<file path="config.mk">
export PLATFORM = sky130hd
export DESIGN_NAME = ece_front
export DESIGN_NICKNAME = d
export VERILOG_FILES = /design/src/rtl/ece_pkg.sv /design/src/rtl/ece_front.sv
export SDC_FILE = /design/constraint.sdc
export NUM_CORES = 1
export LEC_CHECK = 0
export BUFFER_PORTS_ARGS = -buffer_cell sky130_fd_sc_hd__buf_2
export CORE_MARGIN = 3
export CORE_UTILIZATION = 52
export DETAILED_ROUTE_END_ITERATION = 8
export GPL_TIMING_DRIVEN = 0
export HOLD_SLACK_MARGIN = 0.06
export PLACE_DENSITY_LB_ADDON = 0.15
export SETUP_SLACK_MARGIN = 0.05
export SYNTH_ARGS = -nofsm -noshare
export SYNTH_HDL_FRONTEND = slang
export SYNTH_SLANG_ARGS = --single-unit
</file>
<file path="constraint.sdc">
create_clock -name i_clk -period 15.1 [get_ports i_clk]
set_input_delay 0.755 -clock i_clk [delete_from_list [all_inputs] [get_ports i_clk]]
set_output_delay 0.755 -clock i_clk [all_outputs]
set_load 0.1 [all_outputs]
</file>
<file path="src/rtl/ece_pkg.sv">
// easing curve evaluator: shared constants, types and the sine table builder
// no dependencies
package ece_pkg;

    localparam int FRAC_BITS_DEF       = 16;
    localparam int SINE_TABLE_BITS_DEF = 8;
    localparam int ACTION_W            = 5;
    localparam int T_W                 = 17;
    localparam int EASED_W             = 18;
    localparam int ACTION_LAST         = 27;
    localparam int EASED_MAX           = (1 << (EASED_W - 1)) - 1;

    // exp series length and kernel latency (expo path is the longest)
    localparam int EXPO_TERMS     = 12;
    localparam int EXPO_MAX_SHIFT = 10;
    localparam int KERN_LAT       = 3 + 2 * EXPO_TERMS;
    localparam int POLY_STAGES    = 4;

    localparam longint unsigned HALF_PI_Q30 = 64'd1686629713;
    localparam longint unsigned LN2_Q30     = 64'd744261118;
    localparam longint unsigned BACK_A_Q30  = 64'd2900799437;
    localparam longint unsigned BACK_B_Q30  = 64'd1827057613;

    // curve families in selector order
    localparam logic [3:0] FAM_SINE    = 4'd0;
    localparam logic [3:0] FAM_QUAD    = 4'd1;
    localparam logic [3:0] FAM_CUBE    = 4'd2;
    localparam logic [3:0] FAM_QUINT   = 4'd3;
    localparam logic [3:0] FAM_EXPO    = 4'd4;
    localparam logic [3:0] FAM_BACK    = 4'd5;
    localparam logic [3:0] FAM_BIGBACK = 4'd6;
    localparam logic [3:0] FAM_ELASTIC = 4'd7;
    localparam logic [3:0] FAM_BOUNCE  = 4'd8;

    typedef enum logic [1:0] {
        FORM_IN,
        FORM_OUT,
        FORM_INOUT
    } t_form;

    typedef enum logic [3:0] {
        K_ZERO,
        K_LIN,
        K_SINE,
        K_QUAD,
        K_CUBE,
        K_QUINT,
        K_EXPO,
        K_BACK,
        K_BIGBACK,
        K_EIN,
        K_EOUT,
        K_BOUNCE
    } t_kern;

    typedef enum logic [1:0] {
        P_NONE,
        P_HALF,
        P_HALF_ONE
    } t_post;

    typedef struct packed {
        logic  valid;
        t_kern kern;
        logic  neg;
        t_post post;
    } t_meta;

    // elaboration-time restoring division for the table builder
    function automatic longint unsigned udiv(input longint unsigned num,
                                             input longint unsigned den);
        longint unsigned q;
        longint unsigned r;
        q = '0;
        r = '0;
        for (int b = 63; b >= 0; b--) begin
            r = {r[62:0], num[b]};
            if (r >= den) begin
                r    = r - den;
                q[b] = 1'b1;
            end
        end
        return q;
    endfunction

    // one quarter-wave sine entry, series in q30, evaluated at elaboration
    function automatic longint unsigned sine_entry(input longint unsigned idx, input int fb,
                                                   input int tb);
        longint unsigned x;
        longint unsigned x2;
        longint unsigned term;
        longint unsigned v;
        longint unsigned one_q;
        longint          sum;
        x     = (HALF_PI_Q30 * idx + ((64'd1 << tb) >> 1)) >> tb;
        x2    = (x * x) >> 30;
        term  = x;
        sum   = longint'(x);
        one_q = 64'd1 << fb;
        for (int k = 1; k <= 7; k++) begin
            term = udiv((term * x2) >> 30, longint'(2 * k * (2 * k + 1)));
            if ((k & 1) == 1) begin
                sum = sum - longint'(term);
            end else begin
                sum = sum + longint'(term);
            end
        end
        if (sum < 0) begin
            sum = 0;
        end
        v = (longint'(sum) + (64'd1 << (29 - fb))) >> (30 - fb);
        return (v > one_q) ? one_q : v;
    endfunction

endpackage

</file>
<file path="src/rtl/ece_front.sv">
// front stage: clamps progress, decodes selector into kernel, argument and post ops
// depends on ece_pkg
module ece_front #(
    parameter int FRAC_BITS = ece_pkg::FRAC_BITS_DEF
) (
    input  logic                          i_clk,
    input  logic                          i_rst_n,
    input  logic                          i_en,
    input  logic                          i_valid,
    input  logic [ece_pkg::ACTION_W-1:0]  i_action,
    input  logic [ece_pkg::T_W-1:0]       i_t,
    output ece_pkg::t_meta                o_meta,
    output logic [FRAC_BITS:0]            o_arg
);
    import ece_pkg::*;

    localparam int XW = FRAC_BITS + 1;
    localparam int CW = ((T_W > XW) ? T_W : XW) + 1;
    localparam logic [XW-1:0] ONE   = XW'(1) << FRAC_BITS;
    localparam logic [CW-1:0] ONE_C = CW'(1) << FRAC_BITS;

    t_meta           r_meta;
    t_meta           n_meta;
    logic [XW-1:0]   r_arg;
    logic [XW-1:0]   n_arg;

    logic [CW-1:0]       t_ext;
    logic [XW-1:0]       x;
    logic [XW:0]         x_dbl;
    logic                low;
    logic [XW-1:0]       z;
    logic [4:0]          v;
    logic [8:0]          v11;
    logic [3:0]          fam;
    logic [4:0]          rem;
    t_form               form;
    logic                is_out;
    t_kern               in_kern;

    always_comb begin
        t_ext = CW'(i_t);
        x     = (t_ext > ONE_C) ? ONE : XW'(t_ext);
        x_dbl = {x, 1'b0};
        low   = (x_dbl < (XW + 1)'(ONE));
        // divide by three through a reciprocal, exact for 0..26
        v     = i_action - 5'd1;
        v11   = 9'(v) * 9'd11;
        fam   = v11[8:5];
        rem   = v - 5'(fam) * 5'd3;
        form  = t_form'(rem[1:0]);
        if (form == FORM_INOUT) begin
            z = low ? XW'(x_dbl) : XW'(x_dbl - (XW + 1)'(ONE));
        end else begin
            z = x;
        end
        is_out = (form == FORM_OUT) || ((form == FORM_INOUT) && !low);

        case (fam)
            FAM_SINE:    in_kern = K_SINE;
            FAM_QUAD:    in_kern = K_QUAD;
            FAM_CUBE:    in_kern = K_CUBE;
            FAM_QUINT:   in_kern = K_QUINT;
            FAM_EXPO:    in_kern = K_EXPO;
            FAM_BACK:    in_kern = K_BACK;
            FAM_BIGBACK: in_kern = K_BIGBACK;
            FAM_ELASTIC: in_kern = K_EIN;
            FAM_BOUNCE:  in_kern = K_BOUNCE;
            default:     in_kern = K_ZERO;
        endcase

        n_meta.valid = i_valid;
        n_meta.neg   = 1'b0;
        n_meta.post  = P_NONE;
        n_meta.kern  = K_ZERO;
        n_arg        = x;
        if (i_action == '0) begin
            n_meta.kern = K_LIN;
        end else if (i_action <= ACTION_W'(ACTION_LAST)) begin
            if (form == FORM_INOUT) begin
                n_meta.post = low ? P_HALF : P_HALF_ONE;
            end
            if (!is_out) begin
                // sine and bounce in-curves mirror their direct out-curves
                n_meta.kern = in_kern;
                if ((fam == FAM_SINE) || (fam == FAM_BOUNCE)) begin
                    n_arg      = ONE - z;
                    n_meta.neg = 1'b1;
                end else begin
                    n_arg = z;
                end
            end else if ((fam == FAM_SINE) || (fam == FAM_BOUNCE)) begin
                n_meta.kern = in_kern;
                n_arg       = z;
            end else if (fam == FAM_ELASTIC) begin
                n_meta.kern = K_EOUT;
                n_arg       = z;
            end else begin
                n_meta.kern = in_kern;
                n_arg       = ONE - z;
                n_meta.neg  = 1'b1;
            end
        end
    end

    always_ff @(posedge i_clk) begin
        if (!i_rst_n) begin
            r_meta <= '0;
        end else if (i_en) begin
            r_meta <= n_meta;
        end
    end

    always_ff @(posedge i_clk) begin
        if (i_en) begin
            r_arg <= n_arg;
        end
    end

    assign o_meta = r_meta;
    assign o_arg  = r_arg;

endmodule

</file>
==> results <==
- The flow ran to the end, and the final reports show no timing, DRC or antenna violations.
- After synthesis, the share of flip-flops with an asynchronous set or reset is 0%.
- After synthesis, the netlist uses 69 different library cells.
- The count of flip-flops with a built-in enable after synthesis is 17.
- The critical path starts at i_action[0].
- Counting the fill cells in the layout gives 474.
- The summed negative setup slack over all endpoints is 0 ns.
- The clock tree from TritonCTS is yes.
- The maximum frequency from static timing analysis is 154 MHz.
- The register bit count reported by yosys is 25.
- The post-synthesis compound-gate area fraction is 26.5%.
- The class of the tightest hold or removal check is reg -> reg.
- The number of pins exceeding their max-slew limit in the final report was 0.
- From left edge to right edge, the die measures 78.8 um.
- Once the floorplan was initialized, standard cells occupied 56.1% of the core.
- Between clock sinks in the finished design, the worst skew comes to 0 ns.
- The die is 78.8 um tall.
- The number of top-level design ports is 51.
- The number of antenna violations at the first check in global routing is 0.
- Synthesis produced a netlist with a net count of 397.
- In the final layout, flip-flops and latches occupy 671 sq um.
- For the worst-skew pair, the clock arrives at the later sink with an insertion delay of 0.26 ns.
- For this block, the initial DRC count from the detailed router was 321.
- The setup fix buffers added after clock tree synthesis is 0.
- Once detail routing completed, the nets flagged for antenna violations numbered 0.
- Among all flip-flop cells after synthesis, the most frequent one is edfxtp_1.
- The commonest cells after synthesis are 31 x nand2_1, 26 x a21oi_1, 25 x nor2_1.
- Setup repair after global routing left no endpoint under its margin.
- The final weighted congestion in routability-driven placement is 0.940.
- For this block, the routed nets add up to 8100 um of wire.
- The post-cts repair resize count is 0.
- nand2_1 is the most common cell in the netlist.
- The largest area contributor in the synthesized netlist is edfxtp_1.
- The share of Yosys cell area claimed by the top area cell type is 18.5%.
- The required time of the worst setup path is 15.11 ns.
- Clock-pin slew was measured on the worst setup and hold paths at 0.09 ns.
- The area of the die is 6210 sq um.
- The headroom to the max-slew limit is 53.4%.
- The ratio of routed vias to standard cells is 6.42.
- The number of buffers created by CTS is 3.
- The number of detailed-routing iterations run before antenna repair is 5.
- The global-route usage over all layers is 27.0%.
- The netlist area before placement is 2750 sq um.
- The launching point of the worst reg2reg path is o_meta[5].
- The number of violations of the max-capacitance limit is 0.
- The total area inside the core boundary comes to 4910 sq um.
- The antenna cell count is 0.
- The combined area of the multi-input logic cells is 1910 sq um.
- The count of buffers inserted at the top-level ports is 44.
- The cell at the root of the clock tree is clkbuf_8.
- The DRC violations left is 0.
- The setup violation total in the final timing report is 0.
- By area, the combinational part of the netlist is dominated by simple AND/OR/NAND/NOR gates.
- The setup path with the least slack is of type in -> reg.
- The post-layout net count is 446.
- The wire length of the first global-routing pass is 13,300 um.
- The number of placed instances with taps included is 461.
- The worst hold path begins at o_meta[1].
- The worst hold path cell count is 2.
- Of the synthesized area, sequential elements account for 24.4%.
- No sink is reached through more buffers than the 2 on the longest clock path.
- The number of global-route vias before repair is 2,693.
- The share of final-layout standard cells stronger than drive strength 1 is 16.6%.
- The total via count after detailed routing is 2,987.
- The number of core rows is 25.
- The largest net degree at the start of global routing is 23.
- The depth of the worst register-to-register path is 3.
- The maximum net fanout on the critical path is 10.
- After synthesis, the cell types taking the most area are edfxtp_1 19%, ha_1 9.1%, dfxtp_1 5.8%, a21oi_1 4.7%, nand2_1 4.2%.
- Final hold analysis gives a worst-case slack of 0.478 ns.
- The total number of yosys warnings is 0.
- The signed area change from the synthesized netlist to the final layout is 12.7%.
- The synthesized-area fraction occupied by and/or/nand/nor cells is 26.8%.
- The final-report hold violation count is 0.
- The HPWL after detailed placement is 5940 um.
- The minimum clock period is 6.51 ns.
- The post-layout instance area is 3100 sq um.
- STA classifies the critical path startpoint as an input port.
- CTS built an H-tree with a depth of 1.
- Synthesis handed over a netlist of 350 instances.
- The number of clock sinks seen by CTS is 25.
- The kind of capture point of the worst setup path is a flip-flop.
- The fraction of the cycle the final worst path needs is 43.1%.
- After detailed routing, the average wire length per cell comes to 17.4 um.
- Summing all placed instances gives a cell area of 3060 sq um.
- The per-instance average area after synthesis is 7.87 sq um.
- The share of synthesized area spent on multiplexers is 3.73%.
- After Yosys synthesis, XOR and XNOR cells account for 2.41% of the synthesized area.
- The worst-margin pin slew is 0.694 ns.
- For this run, the number of standard cells in the final layout without fillers is 465.
- The critical path arrival is 6.52 ns.
- Global routing finished with a remaining overflow of 0.
- In this run, post-CTS hold repair placed 0 buffers.
- After Yosys synthesis, full adders, half adders and majority gates account for 9.81% of the synthesized area.
-- state kept, by name (all words and copies together), names as in the netlist --
signal and cells:
o_meta 8, o_arg 17
-- worst max-delay path, cell delays in order --
cell and delay (ns):
buf_2 0.14, inv_1 0.10, ha_1 0.19, nand2b_1 0.08, nor2_1 0.11, xor2_1 0.28
inv_1 0.11, fa_1 0.55, inv_1 0.04, ha_1 0.30, a21oi_1 0.25, a21boi_0 0.18
o21a_1 0.25, nor2_1 0.29, ha_1 0.30, xnor3_1 0.26, nand2_1 0.12, clkbuf_1 0.38
buf_2 0.35, buf_2 0.31, nand3_1 0.11, ha_1 0.28, o21ai_0 0.18, o21ai_0 0.16
a311oi_1 0.30, o21ai_0 0.13
-- cell families (layout without fill, tap and decap cells) --
logic type               Yosys count  count (layout)
AND/OR/NAND/NOR                  138             138
adder cells (fa/ha/maj)           21              21
XOR/XNOR                           6               6
flip-flops                        25              25
multiplexers                      10              10
AO/OA/AOI/OAI                    109             109
buffers and inverters             41              89
-- cell usage in the layout (no fill, tap or decap), drive strengths merged, types with 14 or more instances in the layout --
| cell | count |
|---|---|
| buf | 52 |
| nor2 | 26 |
| clkbuf | 22 |
| nand2 | 31 |
| inv | 14 |
| a21oi | 26 |
| ha | 20 |
| edfxtp | 17 |
| o21ai | 25 |
| nor3 | 16 |
-- worst paths after layout --
kind	slack (ns)	to
worst max-delay path	8.59	o_arg[8]
worst min-delay path	0.48	o_meta[1]
worst max register to register	14.35	o_meta[5]
worst min register to register	0.48	o_meta[1]
-- layout make-up --
class	instances	share of cell area, %
buffer	26	3.87
clock buffer	4	1.45
inverter	15	1.81
multi-input combinational	284	61.5
sequential	25	21.6
tap	67	2.70
timing repair buffer	44	7.10
-- routing by layer --
layer | track usage [%] | routed length [um] | share of wire (%) | vias up
met5 | 0 | 0 | 0 | -
met4 | 6.99 | 89 | 1.1 | 0
met3 | 4.88 | 922 | 11 | 12
met2 | 41.2 | 3510 | 43 | 207
met1 | 39.1 | 3570 | 44 | 1350
li1 | - | - | - | 1418
-- metrics by stage --
stage                     worst slack, ns  utilization (%)
after floorplan                      9.52                -
after global placement               8.52             62.3
after detailed placement             8.43             62.3
after CTS                            8.68             63.2
after global routing                 8.05             63.2
final                                8.59             63.2
Power is not shown: default switching activity piles up to over one toggle a cycle in this logic, so the estimate is an artifact.
